`src/sv/hfc_pkg.sv`:
```
// Package for the Huffman code unit: types, codes and constants.
// No dependencies.
`timescale 1ns / 1ps
package hfc_pkg;
    localparam int MAX_SYMBOLS_DEF = 256;
    localparam int WEIGHT_BITS_DEF = 24;
    localparam int NODE_W          = 32;
    localparam int CODE_BITS       = 255;
    localparam int LEN_BITS        = 8;

    typedef enum logic {CMD_LOAD = 1'b0, CMD_QUERY = 1'b1} t_cmd;

    typedef enum logic [1:0] {
        ST_OK   = 2'd0,
        ST_FEW  = 2'd1,
        ST_MANY = 2'd2,
        ST_BADQ = 2'd3
    } t_status;

    typedef struct packed {
        t_cmd        cmd;
        logic [23:0] weight;
        logic        last;
        logic [7:0]  symbol;
    } t_in_item;

    typedef struct packed {
        t_status     status;
        logic [7:0]  code_length;
        logic [63:0] code_bits_0;
        logic [63:0] code_bits_1;
        logic [63:0] code_bits_2;
        logic [63:0] code_bits_3;
    } t_out_item;

    typedef enum logic [3:0] {
        S_IDLE, S_CLR, S_SCAN, S_WR1, S_WR2, S_WALK_RD, S_WALK_CHK, S_WALK_BIT, S_DONE
    } t_state;

    typedef struct packed {
        logic clr;
        logic ev;
    } t_min2_ctl;
endpackage

```
`src/sv/hfc_min2.sv`:
```
// Shared compare unit: tracks the two least-weight nodes seen in a scan.
// Depends on hfc_pkg.
`timescale 1ns / 1ps
module hfc_min2 #(
    parameter int IDX_BITS = 9
) (
    input  logic                     i_clk,
    input  logic                     i_rst_n,
    input  hfc_pkg::t_min2_ctl       i_ctl,
    input  logic [IDX_BITS-1:0]      i_idx,
    input  logic [hfc_pkg::NODE_W-1:0] i_weight,
    output logic [IDX_BITS-1:0]      o_a,
    output logic [IDX_BITS-1:0]      o_b,
    output logic [hfc_pkg::NODE_W-1:0] o_wa,
    output logic [hfc_pkg::NODE_W-1:0] o_wb
);
    import hfc_pkg::*;

    logic                r_av, r_bv;
    logic [IDX_BITS-1:0] r_a, r_b;
    logic [NODE_W-1:0]   r_wa, r_wb;

    // strict less-than keeps the lower index on ties
    always_ff @(posedge i_clk) begin
        if (!i_rst_n || i_ctl.clr) begin
            r_av <= 1'b0;
            r_bv <= 1'b0;
        end else if (i_ctl.ev) begin
            if (!r_av || i_weight < r_wa) begin
                r_b  <= r_a;
                r_wb <= r_wa;
                r_bv <= r_av;
                r_a  <= i_idx;
                r_wa <= i_weight;
                r_av <= 1'b1;
            end else if (!r_bv || i_weight < r_wb) begin
                r_b  <= i_idx;
                r_wb <= i_weight;
                r_bv <= 1'b1;
            end
        end
    end

    assign o_a  = r_a;
    assign o_b  = r_b;
    assign o_wa = r_wa;
    assign o_wb = r_wb;
endmodule

```
`config.mk`:
```
export PLATFORM = sky130hd
export DESIGN_NAME = hfc_min2
export DESIGN_NICKNAME = d
export VERILOG_FILES = /design/src/sv/hfc_pkg.sv /design/src/sv/hfc_min2.sv
export SDC_FILE = /design/constraint.sdc
export NUM_CORES = 1
export LEC_CHECK = 0
export BUFFER_PORTS_ARGS = -buffer_cell sky130_fd_sc_hd__buf_2
export CORE_MARGIN = 2
export CORE_UTILIZATION = 30
export DETAILED_ROUTE_END_ITERATION = 10
export GPL_TIMING_DRIVEN = 1
export SLEW_MARGIN = 20
export SYNTH_ARGS = -nofsm -noshare
export SYNTH_HDL_FRONTEND = slang
export SYNTH_SLANG_ARGS = --single-unit
```
`constraint.sdc`:
```
create_clock -name i_clk -period 5.2 [get_ports i_clk]
set_clock_uncertainty 0.05 [all_clocks]
set_input_delay 1.04 -clock i_clk [delete_from_list [all_inputs] [get_ports i_clk]]
set_output_delay 1.04 -clock i_clk [all_outputs]
set_load 0.01 [all_outputs]
```
==> out/results.ini, run 1 <==
[detailed_routing]
avgRoutedWirePerCell_um = 15.20
drt_wl_total_um = 10970
ant_nets = 0
route.detailed.drc = 0
num_vias = 3239
vias_per_cell = 4.486
drt_iter0_drc = 159
drtPass1Iterations = 4

[die]
initial_utilization_pct = 30.40
die_y_um = 130.4
die_w_um = 130.4
core_um2 = 15770
die_area_um2 = 17010
rows = 46
num_io_pins = 127

[timing]
tns_ns = 0
timing.final.crit_share_pct = 66.63
layout_min_cycle_time_ns = 3.465
rsz0062_at_grt = no
max_freq_mhz = 288.6
worst_pin_slew_ns = 0.7319
worst_hold_slack_ns = 0.4630
hold_viol = 0
maxSlewHeadroom_pct = 49.95
slew_viol_final = 0
setup_viol = 0

[synthesis]
synthFlopType = edfxtp_1
syn-cell-area_um2 = 4795
synth_cell_type_count = 32
synth-edff-count = 82
ys_warn_count = 0
synth_top_area_share_pct = 51.36
netlist_instances = 364
synth_top_cell_by_area = edfxtp_1
synth-seq-area-share_pct = 52.19
synthTopCellsByArea = edfxtp_1 (51%), ha_1 (16%), mux2_4 (12%)
async_reset_ff_share_pct = 0
ys_seq_elements = 84
syn_avg_cell_area_um2 = 13.17
synth_nets = 471

[power]
p_per_area_nw_per_um2 = 281.7
leakage_nw = 2.865
vdd_drop_max_mv = 0.1320

[clocking]
cts_resized = 0
cts_tree = yes
clock_latency_ns = 0.35
post_cts_buffers = 0
cts.reportedPaths.clkPinSlew_ns = 0.07
clock_sinks = 84
root_buffer = clkbuf_16
cts_hold_buf = 0
cts_buffer_depth = 2
cts_max_level = 3
numCtsBuffers = 9

[worst_setup_path]
path_buf_inv = 3
required_ns = 5.20
cp-end-kind = flop
path_class = in2reg
critPathMaxFanout = 25
path_delay_family = compound AO/OA/AOI/OAI gates
slowest_delay_ns = 0.53
critPathLaunchType = input port
cp_slowest_cell = and2_2
cp.arrival_ns = 3.46
path_cells = buf_2 -> ha_1 -> a21oi_1 -> o21ai_0 -> a211oi_1 -> o22ai_1 -> a41oi_4 -> buf_4 -> and2_2 -> buf_12

[status]
outcome = finished clean

[place]
port_buffers = 126
hpwl_um = 8512
place.gp.congestion = 0.7582

[final_layout]
utilization_pct = 38.08
antenna-diode-count = 0
nets = 608
area_delta_synth_final_pct = 25.23
fill_cells = 1609
drive_above_1_share_pct = 37.94

[job]
maxCapViolCount = 0

[global_routing]
antenna_found_initial = 0
grtUsageTotal_pct = 13.22
grt_overflow = 0
grt_pass1_wl_um = 16950
grt_pass1_vias = 3228
grt_max_degree = 42

[hold_path]
hp-class = reg2reg

[cell families (layout without fill, tap and decap cells)]
kind of cell             count (synthesis)  count (layout)  synth area share [%]
flip-flops                              84              84                 52.19
buffers and inverters                   71             213                 6.185
AND/OR/NAND/NOR                         48              48                 4.880
multiplexers                            42              42                 12.81
adder cells (fa/ha/maj)                 62              62                 16.18
AO/OA/AOI/OAI                           57              57                 7.751
[path summary, 6_finish.rpt]
kind                       endpoint               start  depth (start not counted)  slack (ns)
setup / recovery   o_a[3]$_DFFE_PP_        i_weight[19]                         10        1.74
hold / removal    r_bv$_SDFFE_PP0P_   r_bv$_SDFFE_PP0P_                          2        0.46
hold reg to reg   r_bv$_SDFFE_PP0P_   r_bv$_SDFFE_PP0P_                          2        0.46
setup reg to reg   o_a[3]$_DFFE_PP_  o_wa[17]$_DFFE_PP_                         10        2.13
[through the flow]
step	worst slack, ns	cell area, µm²	total power, mW	instances
floorplan	1.262	4795	0.9434	364
global placement	1.360	5695	1.035	706
detailed placement	1.325	5695	1.042	706
CTS	1.706	6005	1.718	722
global route	1.541	6005	1.771	722
finish	1.735	6005	1.692	722
[cell type report]
| cell class | instances | area, µm² | share of cell area (%) |
|---|---|---|---|
| sequential | 84 | 2502 | 41.68 |
| multi-input combinational | 209 | 1998 | 33.28 |
| timing repair buffer | 130 | 673.1 | 11.21 |
| tap | 216 | 270.3 | 4.501 |
| inverter | 67 | 251.5 | 4.188 |
| clock buffer | 10 | 239.0 | 3.980 |
| clock inverter | 6 | 70.07 | 1.167 |
[placed cells by master (no fill, tap or decap), drive strengths merged, types with 6 or more instances in the layout]
cell and n:
ha 62, inv 70, a21oi 24, mux2 41, buf 130, nand2 19
edfxtp 82, nor2 9, nand4 8, o21ai 12, a21o 6, clkbuf 10
[report_power, final]
part | total (mW) | switching (mW) | internal (mW)
combinational | 0.225 | 0.127 | 0.0979
clock | 0.669 | 0.279 | 0.390
sequential | 0.798 | 0.0158 | 0.782
[metal layers]
layer,share of wire [%],global-route usage [%],up-vias
met4,1.6,5.632,0
li1,-,-,1598
met5,0,0,-
met1,44,16.21,1554
met3,5.2,3.257,11
met2,49,22.30,76
[synthesized netlist by cell type, types with 2 or more instances]
cell and number:
a2111oi_0 3, a211o_1 2, a211oi_1 3, a21o_1 6, a21oi_1 24, buf_6 4, dfxtp_1 2, edfxtp_1 82
ha_1 62, inv_1 67, mux2_2 3, mux2_4 38, nand2_1 19, nand2b_1 3, nand4_1 8, nor2_1 9
nor2b_1 2, nor3_1 2, o21ai_0 12
[worst reg2reg max path: cells and delay by family (launching register included)]
family | cells | cell delay, ns
flops | 1 | 0.44
fa+ha+maj | 1 | 0.24
simple gates | 1 | 0.53
compound gates | 5 | 0.87
buf+inv | 3 | 0.63
[state kept, by name, indices dropped and copies added, names as in the netlist]
register and flops:
o_wa 32, r_av 1, o_wb 32, r_bv 1
o_b 9, o_a 9
(Power assumes the default switching activity.)
==> run 2: changes to the inputs <==
==> constraint.sdc (replaced) <==
create_clock -name i_clk -period 3.22 [get_ports i_clk]
set_clock_uncertainty 0.05 [all_clocks]
set_input_delay 0.644 -clock i_clk [delete_from_list [all_inputs] [get_ports i_clk]]
set_output_delay 0.644 -clock i_clk [all_outputs]
set_load 0.01 [all_outputs]
==> run 2 against run 1 <==
Effect of this change: power rose by 66%; hold slack got worse by 0.022 ns; flip-flop and latch count did not move; setup slack got worse by 1.2 ns; sequential share of layout area fell by 0.68 points.
==> out/results.ini, run 2 (synthesis results as in run 1) <==
[clocking]
clock_latency_ns = 0.34  ; was 0.35 ns
post_cts_buffers = 0  ; unchanged
cts.reportedPaths.clkPinSlew_ns = 0.07  ; about the same
root_buffer = clkbuf_16  ; unchanged
cts_resized = 0  ; unchanged
clock_sinks = 84  ; unchanged
cts_max_level = 3  ; unchanged
cts_tree = yes  ; unchanged
cts_hold_buf = 0  ; unchanged
numCtsBuffers = 9  ; unchanged
cts_buffer_depth = 2  ; unchanged

[power]
p_per_area_nw_per_um2 = 459.6  ; was 281.7 nW/µm²
p_total_mw = 2.806  ; was 1.692 mW
leakage_nw = 2.907  ; was 2.865 nW
vdd_drop_max_mv = 0.2229  ; was 0.1320 mV

[final_layout]
final_cells = 725  ; was 722
layout_commonest_cell = buf_2  ; unchanged
drive_above_1_share_pct = 38.31  ; was 37.94%
area_delta_synth_final_pct = 27.32  ; was 25.23%
final_cell_mix = buf_2 (126), edfxtp_1 (82), inv_1 (67), ha_1 (62), mux2_4 (38)  ; unchanged
antenna-diode-count = 0  ; unchanged
nets = 611  ; was 608

[timing]
slew_viol_final = 0  ; unchanged
setup_viol = 0  ; unchanged
hold_viol = 0  ; unchanged
timing.final.crit_share_pct = 83.32
tns_ns = 0  ; unchanged
rsz0062_at_grt = no  ; unchanged
maxSlewHeadroom_pct = 65.44  ; was 49.95%
layout_min_cycle_time_ns = 2.683
worst_pin_slew_ns = 0.5053  ; was 0.7319 ns
max_freq_mhz = 372.7
worst_hold_slack_ns = 0.4412  ; was 0.4630 ns

[detailed_routing]
route.detailed.drc = 0  ; unchanged
num_vias = 3269  ; was 3239
vias_per_cell = 4.509  ; was 4.486
drt_wl_total_um = 11270  ; was 10970 µm
ant_nets = 0  ; unchanged
drt_iter0_drc = 150  ; was 159
drtPass1Iterations = 4  ; unchanged
avgRoutedWirePerCell_um = 15.54  ; was 15.20 µm

[die]
initial_utilization_pct = 30.40  ; unchanged
die_area_um2 = 17010  ; unchanged
rows = 46  ; unchanged
die_y_um = 130.4  ; unchanged
die_w_um = 130.4  ; unchanged
num_io_pins = 127  ; unchanged
core_um2 = 15770  ; unchanged

[worst_setup_path]
critPathLaunchType = input port  ; unchanged
path_class = in2reg  ; unchanged
cp-end-kind = flop  ; unchanged
required_ns = 3.27  ; was 5.20 ns
cp.arrival_ns = 2.73  ; was 3.46 ns
critPathMaxFanout = 22  ; was 25

[global_routing]
grt_overflow = 0  ; unchanged
grt_pass1_vias = 3336  ; was 3228
grt_pass1_wl_um = 17440  ; was 16950 µm
grt_max_degree = 23  ; was 42
grtUsageTotal_pct = 13.55  ; was 13.22%
antenna_found_initial = 0  ; unchanged

[place]
port_buffers = 126  ; unchanged
hpwl_um = 8763  ; was 8512 µm
place.gp.congestion = 0.7873  ; was 0.7582
placed_cells = 709  ; was 706

[status]
outcome = finished clean  ; unchanged

[hold_path]
hp-class = in2reg  ; was reg2reg

[job]
maxCapViolCount = 0  ; unchanged

-- run 2: changes by cell type in the layout (fill, tap and decap cells not counted), sizes merged --
cell      delta
clkbuf       -1
buf          +3
inv          -1
clkinvlp     +1
bufinv       +1
-- run 2: layer usage --
layer  track usage [%]  share of wire [%]
met5                 0                  0
met4             4.881                1.4
met3             3.339                5.8
met2             22.79                 48
met1             17.04                 44
-- run 2: worst max-delay path, stage by stage --
cell and delay [ns]:
buf_2 0.13, ha_1 0.29, nand2_1 0.11, nor4_2 0.38
o41ai_1 0.15, o211ai_2 0.24, a41oi_4 0.20, a211o_2 0.39
buf_12 0.18
-- run 2: cell type report --
type	count	area, µm²
flip-flops and latches	84	2502
clock buffers	9	225.2
well taps	216	270.3
inverters	67	251.5
multi-input cells	209	1998
repair buffers	133	758.2
clock inverters	7	98.84
fillers	1578	9666
-- run 2: where the power goes --
group          switching, mW  internal, mW  total [mW]
registers             0.0265          1.26        1.29
clock network          0.454         0.685        1.14
logic                  0.208         0.170       0.378
-- run 2: metrics by stage --
| stage | utilization [%] | cell area [µm²] | setup WS [ns] |
|---|---|---|---|
| 2_1_floorplan | - | 4797 | 0.1108 |
| 3_3_place_gp | 36.66 | 5781 | 0.1471 |
| 3_5_place_dp | 36.66 | 5781 | 0.1368 |
| 4_1_cts | 38.71 | 6105 | 0.4937 |
| 5_1_grt | 38.71 | 6105 | 0.3756 |
| 6_report | 38.71 | 6105 | 0.5370 |
-- run 2: worst paths after layout --
path / from / to / slack (ns) / cells after the start
hold reg to reg: r_bv$_SDFFE_PP0P_ / r_bv$_SDFFE_PP0P_ / 0.47 / 2
setup / recovery: i_weight[15] / o_wb[13]$_DFFE_PP_ / 0.54 / 9
setup reg to reg: o_wa[15]$_DFFE_PP_ / o_wb[13]$_DFFE_PP_ / 0.55 / 9
hold / removal: i_idx[2] / o_a[2]$_DFFE_PP_ / 0.44 / 1
